File: src/sv/assert_macros.svh
// ----------------------------------------------------------------------------
// assert_macros.svh
// Concurrent assertion helpers shared by the RTL
// ----------------------------------------------------------------------------
`ifndef ASSERT_MACROS_SVH
`define ASSERT_MACROS_SVH

// generic form: explicit clock and active-low reset
`define ASSERT_CLK(label, clk, rst_n, prop, msg) \
  label: assert property (@(posedge clk) disable iff (!rst_n) (prop)) else $error(msg);

// house form: clk_i and rst_ni of the enclosing module
`define ASSERT_STD(label, prop, msg) \
  `ASSERT_CLK(label, clk_i, rst_ni, prop, msg)

`endif

File: src/sv/mpa_ram.sv
// ----------------------------------------------------------------------------
// mpa_ram
// Generic single-write, single-read RAM with registered read data
// ----------------------------------------------------------------------------
module mpa_ram #(
  parameter int unsigned WIDTH = 8,
  parameter int unsigned DEPTH = 16,
  localparam int unsigned AW   = (DEPTH > 1) ? $clog2(DEPTH) : 1
) (
  input  logic             clk_i,
  input  logic             we_i,
  input  logic [AW-1:0]    waddr_i,
  input  logic [WIDTH-1:0] wdata_i,
  input  logic [AW-1:0]    raddr_i,
  output logic [WIDTH-1:0] rdata_o
);

  logic [WIDTH-1:0] mem_q [DEPTH];
  logic [WIDTH-1:0] rdata_q;

  // write port
  always_ff @(posedge clk_i) begin
    if (we_i) begin
      mem_q[waddr_i] <= wdata_i;
    end
  end

  // registered read port
  always_ff @(posedge clk_i) begin
    rdata_q <= mem_q[raddr_i];
  end

  assign rdata_o = rdata_q;

endmodule

File: config.mk
export PLATFORM = sky130hd
export DESIGN_NAME = mpa_ram
export DESIGN_NICKNAME = d
export VERILOG_FILES = /design/src/sv/assert_macros.svh /design/src/sv/mpa_ram.sv
export SDC_FILE = /design/constraint.sdc
export NUM_CORES = 1
export LEC_CHECK = 0
export ABC_AREA = 1
export BUFFER_PORTS_ARGS = -buffer_cell sky130_fd_sc_hd__buf_2
export CORE_MARGIN = 2
export CORE_UTILIZATION = 60
export DETAILED_ROUTE_END_ITERATION = 10
export PLACE_DENSITY = 0.78
export SYNTH_ARGS = -nofsm -noshare
export SYNTH_HDL_FRONTEND = slang
export SYNTH_SLANG_ARGS = --single-unit
export TNS_END_PERCENT = 50
File: constraint.sdc
create_clock -name clk_i -period 1.4 [get_ports clk_i]
set_clock_uncertainty 0.05 [all_clocks]
set_input_delay 0.14 -clock clk_i [delete_from_list [all_inputs] [get_ports clk_i]]
set_output_delay 0.14 -clock clk_i [all_outputs]
set_load 0.05 [all_outputs]
Yosys cells after proc, flatten, opt, wreduce, memory -nomap -nowiden
Memories as Yosys holds them, arrays and structs flattened. A register that Yosys moved wholly into a read port is not among the register bits.
Cells that the tools add are included.
{ "classes": {"mux": 2} }
{ "op_table": {"columns": ["operator", "n"], "rows": [
  ["two-way mux 1 bit", 2]
]} }
{ "totals": {"ff_bits": 0, "ramBits": 128, "output_inout_bits": 8, "word_cells": 3, "memories": 1} }
{ "mem_list": {"columns": ["memory", "words", "word_bits", "read_ports", "rd_clocked_by_memory_dff", "write_ports", "line", "source"], "rows": [
  ["mem_q", 16, 8, 1, 1, 1, "mpa_ram.sv:18", "logic [WIDTH-1:0] mem_q [DEPTH];"]
]} }

Depth between registers and ports, before layout
Gate-level depths: netlist (run 1).
{ "depth": {"depth_word": 2, "depth_mapped": 8, "mapped_depth_nobuf": 7} }

Least setup slack after synthesis (run 1)
Ideal clock, no wire load.
{ "synth_path": {"path_kind": "input-to-reg", "start": "input waddr_i[2]", "end": "memory mem_q[10][0], enable pin", "setup_time_ns": 0.370, "arrival_time_ns": 0.721, "slack_ns": 0.259, "cell_stages": 2, "n_path_buf": 0, "cell_sequence": "nand3b_1 > nor2_1"} }
{ "synth_rtl": {"columns": ["item", "line", "source"], "rows": [
  ["start: declaration", "mpa_ram.sv:12", "input logic [AW-1:0] waddr_i,"],
  ["end: declaration", "mpa_ram.sv:18", null]
]} }
No word-level cell before the write port.

Worst setup path in the final report (run 1)
{ "layout_path": {"start": "register rdata_q[0], in the netlist rdata_o[0], read port of mem_q", "end": "output rdata_o[0]"} }
{ "layout_rtl": {"columns": ["item", "line", "source"], "rows": [
  ["start: declaration", "mpa_ram.sv:19", "logic [WIDTH-1:0] rdata_q;"],
  ["end: declaration", "mpa_ram.sv:15", "output logic [WIDTH-1:0] rdata_o"]
]} }
No word-level cell between the ends.

==> out/results.ini, run 1 <==
[finish]
area_growth_pct = 18.8
layoutNonFillerInstCount = 751
fin_area_um2 = 6850
final_nets = 627
antenna_cells = 0
layout_commonest_cell = nand2_1
drive_gt1_share_pct = 13.8
layout_common_cells = 173 x nand2_1, 128 x edfxtp_1, 100 x inv_1
fillers = 599

[timing]
maxSlewViolCount = 0
rsz0062_at_grt = false
relSlewSlack_pct = 74.9
fmax_mhz = 740
tns_ns = 0
period_share_pct = 96.5
hold_viol_final = 0
layout_min_cycle_time_ns = 1.35
worst_pin_slew_ns = 0.376
setup_viol_count_final = 0

[floorplanning]
core_area_um2 = 9280
fp.dieW_um = 102
rows = 35
dieArea_um2 = 10400
initial_core_util_pct = 62.1
io_pins = 26
die_h_um = 102

[clocking]
cts_made_buffers = 17
max-clock-path-buffers = 2
clk_pin_slew_ns = 0.06
cts_tree = done
htreeDepth = 4
root_buffer = clkbuf_8
cts_resized = 0
clkSinkCount = 136
insertion_delay_ns = 0.52

[logic_synthesis]
yosys.area.top_type = edfxtp_1
synth-seq-area-share_pct = 69.4
synth_top_family_by_area = simple AND/OR/NAND/NOR gates
synthSimpleGateAreaFrac_pct = 21.0
synth_cells = 551
yosys_warnings = 0
synth_fa_ha_area_share_pct = 0
syn_area_um2 = 5770
syn_avg_cell_area_um2 = 10.5
synth.mux.area_fraction_pct = 0
yosysTopAreaCellShare_pct = 66.7
ys_top_cells_by_area = edfxtp_1 67%, nand2_1 11%, nand3_1 8.4%
yosys_register_bits = 136
synthXorXnorAreaFrac_pct = 0
syn-num-nets = 569
synth_compound_area_share_pct = 0
synth_cell_types = 12

[placed_design]
postPlaceCellArea_um2 = 6160
io_buffers = 25
placedCellCount = 712
dp_hpwl_um = 7780
gp_congestion = 0.921

[grt]
grt_pass1_wl_um = 20800
grtUsageTotal_pct = 27.7
grt_max_degree = 33
grt_pass1_vias = 3985
grt_overflow = 0
antenna_found_initial = 0

[drt]
drt_iter0_markers = 348
num_vias = 3976
wl_per_cell_um = 17.3
ant_nets = 0
via_per_inst = 5.29
wirelength_um = 13000
drc_errors = 0
drtPass1Iterations = 5

[run_status]
status = complete, no violations

[power]
ir_worst_vdd_uv = 883
total_leakage_power_nw = 3.02
power.density_nw_per_um2 = 1450
p_total_mw = 9.96

[setup_path]
startpoint_type = flip-flop
crit_arrival_ns = 1.16
crit_family = flip-flops
slowest_delay_ns = 0.36
cp.required_ns = 1.21
critPathSlowestCell = dfxtp_1
path_class = reg -> out
crit_chain = buf_2
crit_fanout = 1
crit_path_end_kind = output pin
cp_num_buf_inv = 1

[worst_hold_path]
hold_path.class = in -> reg

[job]
drv_cap = 0

==> registers in the layout (all words and copies together) (netlist names) <==
name	cells
rdata_o	8
mem_q	128
==> per-layer routing <==
metal	global-route usage [%]	vias up	share of wire (%)
met3	4.99	27	8.1
met2	46.2	208	51
met1	35.4	1853	38
met5	0	-	0
met4	13.5	0	2.9
li1	-	1888	-
==> synthesized netlist by cell type, drive strengths merged <==
cell	n
edfxtp	128
nor2	17
nand3	97
dfxtp	8
nand2	173
inv	102
nand3b	2
buf	24
==> worst paths after layout <==
kind         cells past startpoint          from     endpoint  slack, ns
min                              1    wdata_i[2]  mem_q[5][2]       0.02
min reg2reg                      6  mem_q[11][4]   rdata_o[4]       0.63
max reg2reg                      6   mem_q[1][2]   rdata_o[2]       0.32
max                              1    rdata_o[0]   rdata_o[0]       0.05
==> final cells by class <==
type	instances	area, um^2	area share, %
inverter	102	383	5.59
sequential	136	4000	58.5
clock buffer	18	418	6.10
timing repair buffer	63	465	6.80
multi-input combinational	289	1210	17.7
clock inverter	14	204	2.98
tap	129	161	2.36
==> through the flow <==
stage / setup slack, ns / hold WS (ns) / utilization, %
2_1_floorplan: 0.259 / 0.189 / -
3_3_place_gp: 0.176 / 0.464 / 66.3
3_5_place_dp: 0.149 / 0.475 / 66.3
4_1_cts: 0.0212 / 0.00604 / 73.8
5_1_grt: 0.00806 / 0.0150 / 73.8
6_report: 0.0495 / 0.0182 / 73.8
==> cell families after synthesis <==
family,count (synthesis)
simple gates,289
buf+inv,126
flops,136
==> report_power, final <==
part | internal [mW] | switching (mW) | leakage (nW)
clock | 3.05 | 1.65 | 0.298
combinational | 0.196 | 0.484 | 1.50
sequential | 4.55 | 0.0264 | 1.22
==> repair_timing <==
item	in CTS	in global routing
hold endpoints to repair	103	0
setup buffers	0	0
hold buffers	7	0
Power figures use the tool's default switching activity.
==> inputs of run 2 (changes only) <==
clock period = 1.7 ns   (was 1.4 ns; I/O delays follow)
==> run 2 against run 1 <==
Against the previous run:
- die area unchanged
- wire length down 0.77%
- worst setup slack better by 0.26 ns
- final area down 2.2%
- register-to-register slack improved by 0.28 ns
- sequential power down 18%
- clock-buffer cell count up 2
- total power down 18%
- non-clock buffer count fell by 15
- cell count fell by 2.0%
==> out/results.ini, run 2 (synthesis gave the netlist of run 1 again) <==
[worst_hold_path]
hp-start = wdata_i[1]
hold_path.class = in -> reg

[clocking]
clk_pin_slew_ns = 0.06
insertion_delay_ns = 0.52
max-clock-path-buffers = 2
htreeDepth = 4
clkSinkCount = 136
cts_tree = done
cts_made_buffers = 17
root_buffer = clkbuf_8

[grt]
grt_max_degree = 65
grt_pass1_wl_um = 20100
top_usage_layer = met2
use_met2_pct = 43.1
antenna_found_initial = 0
grt_overflow = 0
met1_usage_pct = 36.2
grtUsageTotal_pct = 27.1
grt_pass1_vias = 3854
use_met3_pct = 6.43

[finish]
fin_area_um2 = 6700
area_growth_pct = 16.2
layout_common_cells = 173 x nand2_1, 128 x edfxtp_1, 100 x inv_1
layout_commonest_cell = nand2_1
final_util_pct = 72.2
drive_gt1_share_pct = 13.3
antenna_cells = 0
final_nets = 612
max_flop_register = mem_q
largest_reg_flops = 128
fillers = 649

[timing]
setup_viol_count_final = 0
maxSlewViolCount = 0
tns_ns = 0
rsz0062_at_grt = false
fmax_mhz = 721
period_share_pct = 81.6
hold_viol_final = 0
relSlewSlack_pct = 58.8
worst_pin_slew_ns = 0.617
fin_hold_ws_ns = 0.0309
layout_min_cycle_time_ns = 1.39

[setup_path]
crit_family = flip-flops
crit_start = rdata_o[7]
cp.required_ns = 1.48
crit_path_end_kind = output pin
path_class = reg -> out
crit_arrival_ns = 1.17
cp_num_buf_inv = 1
worstReg2RegStart = mem_q[1][5]
crit_chain = buf_2
crit_fanout = 1
startpoint_type = flip-flop
critPathSlowestCell = dfxtp_1
slowest_delay_ns = 0.37

[power]
internal_power_mw = 6.38
seq_power_share_pct = 46.4
p_sw_share_pct = 21.6
p_comb_share_pct = 6.5
p_clk_share_pct = 47.1
p_sw_mw = 1.76
ir_worst_vdd_uv = 1370
power.density_nw_per_um2 = 1210
total_leakage_power_nw = 2.94

[floorplanning]
dieArea_um2 = 10400
core_area_um2 = 9280
fp.dieW_um = 102
initial_core_util_pct = 62.1
die_h_um = 102
rows = 35
io_pins = 26

[drt]
wl_per_cell_um = 17.5
drt_iter0_markers = 294
via_per_inst = 5.34
drc_errors = 0
num_vias = 3932
drtPass1Iterations = 5
wirelength_um = 12900
ant_nets = 0

[placed_design]
dp_hpwl_um = 7750
postPlaceCellArea_um2 = 6060
io_buffers = 25
gp_congestion = 0.882

[run_status]
status = complete, no violations

[job]
drv_cap = 0

## run 2: cell count changes in the layout (fill, tap and decap cells not counted), sizes merged
| cell | previous run | this run |
|---|---|---|
| buf | 56 | 47 |
| bufinv | 5 | 4 |
| clkbuf | 18 | 20 |
| clkinv | 6 | 4 |
| clkinvlp | 2 | 3 |
| dlygate4sd3 | 7 | 1 |
## run 2: worst paths after layout
| kind | cells past startpoint | end | slack (ns) |
|---|---|---|---|
| max | 1 | rdata_o[7] | 0.31 |
| min | 1 | mem_q[2][1] | 0.03 |
| max reg2reg | 6 | rdata_o[5] | 0.60 |
| min reg2reg | 6 | rdata_o[3] | 0.64 |
## run 2: timing repair
item	in CTS	in global routing
endpoints found under the hold margin	6	0
setup buffers	0	0
hold buffers	1	0
resized for setup	0	0
endpoints found under the setup margin	0	0
## run 2: power by group through the flow
| stage | Clock, mW | Combinational, mW | Sequential, mW |
|---|---|---|---|
| global route | 4.03 | 0.581 | 3.78 |
| finish | 3.83 | 0.532 | 3.77 |
| CTS | 3.86 | 0.531 | 3.77 |
| floorplan | 0 | 0.264 | 3.91 |
| global placement | 0 | 0.509 | 3.84 |
| detailed placement | 0 | 0.522 | 3.84 |
## run 2: final cells by class
cell class              instances  area (um^2)  area share, %
well taps                     129          161           2.41
inverters                     102          383           5.71
multi-input cells             289         1210           18.1
clock buffers                  20          455           6.80
flip-flops and latches        136         4000           59.7
clock inverters                12          171           2.56
repair buffers                 48          313           4.67
## run 2: metrics by stage
stage | setup slack (ns) | instances | power (mW)
after floorplan | 0.529 | 551 | 4.18
after global placement | 0.344 | 703 | 4.35
after detailed placement | 0.318 | 703 | 4.37
after CTS | 0.311 | 736 | 8.16
after global routing | 0.296 | 736 | 8.39
final | 0.313 | 736 | 8.14
## run 2: metal layers
metal	share of wire (%)	vias to the layer above
met4	2.6	0
met2	50	184
met3	7.4	24
met5	0	-
li1	-	1860
met1	40	1864
